--- src/design/gdfs_pkg.sv ---
// Shared types and constants of the grid depth-first search walker.
// No dependencies; imported by every module of the block.
`default_nettype none
package gdfs_pkg;

  localparam int CoordW  = 6;
  localparam int SizeW   = 7;
  localparam int CfgIdxW = 3;
  localparam int StatusW = 3;

  typedef logic [CoordW-1:0]  coord_t;
  typedef logic [SizeW-1:0]   size_t;
  typedef logic [StatusW-1:0] status_t;

  // action codes of an input item
  localparam logic [1:0] ActLoad    = 2'd0;
  localparam logic [1:0] ActRestart = 2'd1;
  localparam logic [1:0] ActStep    = 2'd2;
  localparam logic [1:0] ActTrace   = 2'd3;

  // result status codes
  localparam status_t StLooking = 3'd0;
  localparam status_t StReached = 3'd1;
  localparam status_t StUnreach = 3'd2;
  localparam status_t StPath    = 3'd3;
  localparam status_t StPathEnd = 3'd4;
  localparam status_t StAck     = 3'd5;

  // configuration register indexes
  localparam logic [CfgIdxW-1:0] RegMapWidth  = 3'd0;
  localparam logic [CfgIdxW-1:0] RegMapHeight = 3'd1;
  localparam logic [CfgIdxW-1:0] RegStartCol  = 3'd2;
  localparam logic [CfgIdxW-1:0] RegStartRow  = 3'd3;
  localparam logic [CfgIdxW-1:0] RegGoalCol   = 3'd4;
  localparam logic [CfgIdxW-1:0] RegGoalRow   = 3'd5;

  // cell reference with a valid flag (parent entries, trace cursor)
  typedef struct packed {
    logic   vld;
    coord_t col;
    coord_t row;
  } cell_ref_t;

  // write enables toward the cell stores
  typedef struct packed {
    logic obs;
    logic vis;
    logic par;
  } store_we_t;

  typedef enum logic [3:0] {
    S_CLR,
    S_IDLE,
    S_DISP,
    S_START,
    S_POP,
    S_CLOSE,
    S_NRD,
    S_NCHK,
    S_TRD,
    S_TCHK,
    S_FIN
  } state_e;

endpackage
`default_nettype wire

--- src/design/gdfs_nbr.sv ---
// Neighbour address unit: one of eight directions of a cell, with bounds check.
// Depends on gdfs_pkg.
`default_nettype none
module gdfs_nbr (
  input  gdfs_pkg::coord_t col_i,
  input  gdfs_pkg::coord_t row_i,
  input  logic [2:0]       dir_i,
  input  gdfs_pkg::size_t  width_i,
  input  gdfs_pkg::size_t  height_i,
  output logic             valid_o,
  output gdfs_pkg::coord_t col_o,
  output gdfs_pkg::coord_t row_o
);
  import gdfs_pkg::*;

  logic east, south, west, north;

  always_comb begin
    east  = ({1'b0, col_i} + 7'd1) < width_i;
    south = ({1'b0, row_i} + 7'd1) < height_i;
    west  = col_i != '0;
    north = row_i != '0;
    valid_o = 1'b0;
    col_o   = col_i;
    row_o   = row_i;
    // order: E, SE, S, SW, W, NW, N, NE
    case (dir_i)
      3'd0: begin
        valid_o = east;
        col_o   = col_i + 6'd1;
      end
      3'd1: begin
        valid_o = east & south;
        col_o   = col_i + 6'd1;
        row_o   = row_i + 6'd1;
      end
      3'd2: begin
        valid_o = south;
        row_o   = row_i + 6'd1;
      end
      3'd3: begin
        valid_o = south & west;
        col_o   = col_i - 6'd1;
        row_o   = row_i + 6'd1;
      end
      3'd4: begin
        valid_o = west;
        col_o   = col_i - 6'd1;
      end
      3'd5: begin
        valid_o = west & north;
        col_o   = col_i - 6'd1;
        row_o   = row_i - 6'd1;
      end
      3'd6: begin
        valid_o = north;
        row_o   = row_i - 6'd1;
      end
      default: begin
        valid_o = north & east;
        col_o   = col_i + 6'd1;
        row_o   = row_i - 6'd1;
      end
    endcase
  end

endmodule
`default_nettype wire

--- config.mk ---
export PLATFORM = sky130hd
export DESIGN_NAME = gdfs_nbr
export DESIGN_NICKNAME = d
export VERILOG_FILES = /design/src/design/gdfs_pkg.sv /design/src/design/gdfs_nbr.sv
export SDC_FILE = /design/constraint.sdc
export NUM_CORES = 1
export LEC_CHECK = 0
export ABC_AREA = 1
export BUFFER_PORTS_ARGS = -buffer_cell sky130_fd_sc_hd__buf_2
export CAP_MARGIN = 20
export CORE_UTILIZATION = 30
export DETAILED_ROUTE_END_ITERATION = 10
export MAX_ROUTING_LAYER = met4
export PLACE_DENSITY = 0.58
export SLEW_MARGIN = 5
export SYNTH_ARGS = -nofsm -noshare
export SYNTH_HDL_FRONTEND = slang
export SYNTH_SLANG_ARGS = --single-unit
--- constraint.sdc ---
create_clock -name vclk -period 2.05
set_clock_uncertainty 0.1 [all_clocks]
set_input_delay 0.205 -clock vclk [all_inputs]
set_output_delay 0.205 -clock vclk [all_outputs]
set_load 0.005 [all_outputs]
-- After elaboration in Yosys (flattened, before gate mapping)
Cells that the tools add are included.
- bits of input ports: 29
- register bits: 0
- output and inout bits: 13
- equal/unequal tests: 6
- reductions and logical operators: 7
- muxes and demuxes: 3
- order comparisons: 2
- bitwise gates (word level): 4
- add/sub/neg operators: 6
- operators with widths (kind ; number):
    $pmux W6 S2 ; 2
    $add A6 B1 Y7 const B ; 2
    $lt A7 B7 Y1 ; 2
    $add A6 B1 Y6 const B ; 2
    $reduce_bool A6 Y1 ; 2
    $sub A6 B1 Y6 const B ; 2
    $eq A3 B3 Y1 const B ; 3
    $pmux W1 S7 ; 1
    $eq A3 B2 Y1 const B ; 2
    $reduce_or A3 Y1 ; 2
    $and A1 B1 Y1 ; 4
    $reduce_or A2 Y1 ; 2
    $eq A3 B1 Y1 const B ; 1
    $logic_not A3 Y1 ; 1

-- Depth between registers and ports, before layout
- word-level depth: 4
- mapped depth: 14
- gate-level depth less buffers: 14

-- Worst setup path before layout
Ideal clock, no wire load.
- path kind: input port to output port
- start: in row_i[0]
- end: out valid_o
- path buffers: 0
- required time: 1745 ps
- data arrival time: 1540 ps
- setup slack: 205 ps
- stages on the path: 14
- cell sequence: ha_1 -> nand3_1 -> xor2_1 -> inv_1 -> ha_1 -> nand2_1 -> nand2_1 -> a21oi_1 -> nand2_1 -> nand2_1 -> nand2_1 -> nand2_1 -> nand2_1 -> nand2_1
- cells in the longest elaborated chain, start to end: 4
- ends and longest elaborated chain (item ; RTL line ; RTL):
    start, declared ; gdfs_nbr.sv:6 ; input gdfs_pkg::coord_t row_i,
    $add A6 B1 Y7 ; gdfs_nbr.sv:20 ; south = ({1'b0, row_i} + 7'd1) < height_i;
    $lt A7 B7 Y1 ; gdfs_nbr.sv:20 ;
    $and A1 B1 Y1, on equally long branches ; gdfs_nbr.sv:42, gdfs_nbr.sv:33 ;
    $pmux W1 S7 (*) ; gdfs_nbr.sv:27 ; case (dir_i)
    end, declared ; gdfs_nbr.sv:10 ; output logic valid_o,
Mark *: on every way between the ends. The rest lies on a longest branch, timed or not.

-- Worst setup path in the final report
- start: in row_i[1]
- end: out valid_o
Same word-level chain as after synthesis.

==> flow_summary.json <==
{
  "finalSetupViolations": 1,
  "first_pass_iters": 4,
  "dieArea_mm2": 0.00433,
  "core.rowCount": 22,
  "tightest_slew_ps": 390,
  "seq_area_um2": 0,
  "grt_start_max_net_pins": 12,
  "netlist_area_mm2": 0.00122,
  "fmax_mhz": 482,
  "power.density_mw_per_mm2": 247,
  "num-fill-cells": 386,
  "crit_type": "input pin to primary output",
  "end_kind": "primary output",
  "maxCapViolations": 0,
  "required_ps": 1750,
  "fin_util": 0.484,
  "status": "finished with violations",
  "violations": "negative setup slack",
  "start_util": 0.323,
  "power.leakage_nw": 1.07,
  "clockBufferCount": 0,
  "postLayoutCellArea_mm2": 0.00183,
  "fp.dieW_um": 65.8,
  "grt_pass1_wl_mm": 5.29,
  "postRouteAntennaNets": 0,
  "pre_cts_slack_ps": -159,
  "synth_nets": 266,
  "syn_to_final_growth_pct": 49.6,
  "seq_area_frac_synth": 0,
  "period_share": 1.01,
  "finalWorstSetupSlack_ps": -26.3,
  "viasPerCell": 4.41,
  "grt_remaining_overflow": 0,
  "place_inst": 324,
  "startpoint_type": "input pin",
  "netlist_instances": 211,
  "period_minus_slack_ps": 2080,
  "seq_cells": 0,
  "antenna_found_initial": 0,
  "finalNonFillerCells": 325,
  "nNetsFinal": 334,
  "peakVddDrop_mv": 0.0984,
  "report.final.slew_viol_count": 0,
  "crit_arrival_ps": 1770,
  "grt_pass1_vias": 1231,
  "hpwl_mm": 2.67,
  "drc_errors": 0,
  "slew_headroom": 0.740,
  "ys.warnings.count": 0,
  "critPathMaxFanout": 3,
  "grt_usage": 0.153,
  "dr_total_vias": 1432,
  "wl_mm": 3.25,
  "io_buffers": 42,
  "drt_iter0_drc": 31,
  "wl_per_cell_um": 9.99,
  "place_congestion": 0.844,
  "layout_commonest_cell": "nand2_1",
  "finalPower_uw": 450,
  "drive_gt1_frac": 0.343,
  "diodes": 0,
  "avgSynthCellArea_um2": 5.78,
  "hold_viol": 0,
  "rsz0062_at_grt": "true",
  "core_mm2": 0.00377,
  "mostFrequentLayoutCells": "50 x nand2_1, 41 x inv_1, 39 x buf_2, 24 x buf_4, 19 x ha_1",
  "ios": 42,
  "min_path_type": "input pin to primary output",
  "die-height_um": 65.8,
  "placed_cell_area_mm2": 0.00166,
  "ys_types": 23
}
## worst paths after layout
| kind | start | end | slack [ps] | cells past startpoint |
|---|---|---|---|---|
| setup / recovery | row_i[1] | valid_o | -30 | 16 |
| hold / removal | row_i[0] | row_o[0] | 690 | 4 |
## logic make-up after synthesis
family | share of synthesized area
compound gates | 0.133
fa+ha+maj | 0.279
xor+xnor | 0.101
simple gates | 0.339
buf+inv | 0.148
## routing by layer
layer | GRT usage | wire length, um | part of all wire | up-vias
met4 | 0.00272 | 0 | 0 | 0
met3 | 0.00862 | 110 | 0.034 | 0
met2 | 0.227 | 1400 | 0.43 | 27
li1 | - | - | - | 799
met1 | 0.237 | 1740 | 0.53 | 606
met5 | - | 0 | 0 | -
## worst max-delay path: stages
cell,delay (ps)
buf_8,90
nand3_4,80
nand3b_1,170
xor2_1,150
inv_1,60
ha_1,290
nand2_2,90
inv_2,40
a21oi_2,160
nand3_1,90
nand2_1,60
nand2_1,40
nand2_1,50
inv_1,30
nand2_1,50
buf_2,100
## stage by stage
step	TNS, ps	hold WS, ps
after floorplan	0	365
after global placement	-176	690
after detailed placement	-170	697
after CTS	-46.8	691
after global routing	-374	715
final	-26.3	687
## Yosys cell counts
cell type  count  area share
nand2_1       55        0.17
inv_1         42        0.13
ha_1          24        0.25
nand3_1       14       0.057
o21ai_0       14       0.057
a21oi_1       13       0.053
nor2_1        13       0.040
xor2_1        11       0.079
inv_2          4       0.012
xnor2_1        3       0.022
fa_1           2       0.033
nand2_4        2       0.018
nand4_1        2       0.010
nor3_2         2       0.016
nor3b_1        2       0.012
buf_4          1      0.0062
nand2_2        1      0.0051
nand3b_1       1      0.0062
nor3_1         1      0.0041
o21ai_1        1      0.0041
o21ai_2        1      0.0072
o21bai_1       1      0.0062
o22ai_1        1      0.0051
## timing repair
| item | CTS | global route |
|---|---|---|
| hold buffers | 0 | 0 |
| setup endpoints to repair | 2 | 5 |
| gates resized for setup | 14 | 19 |
| setup buffers | 0 | 1 |
| pin swaps | 8 | 12 |
## where the power goes
part / internal [mW] / switching [mW] / leakage (nW)
Combinational: 0.219 / 0.231 / 1.07
Clock: 0 / 0 / 0
Sequential: 0 / 0 / 0
Total: 0.219 / 0.231 / 1.07
## layout make-up
cell class	count	area, um2	share of cell area
multi-input combinational	164	1160	0.638
timing repair buffer	67	428	0.234
inverter	46	173	0.0946
tap	48	60.1	0.0329
Note: power is estimated with default switching activity, not from simulation.
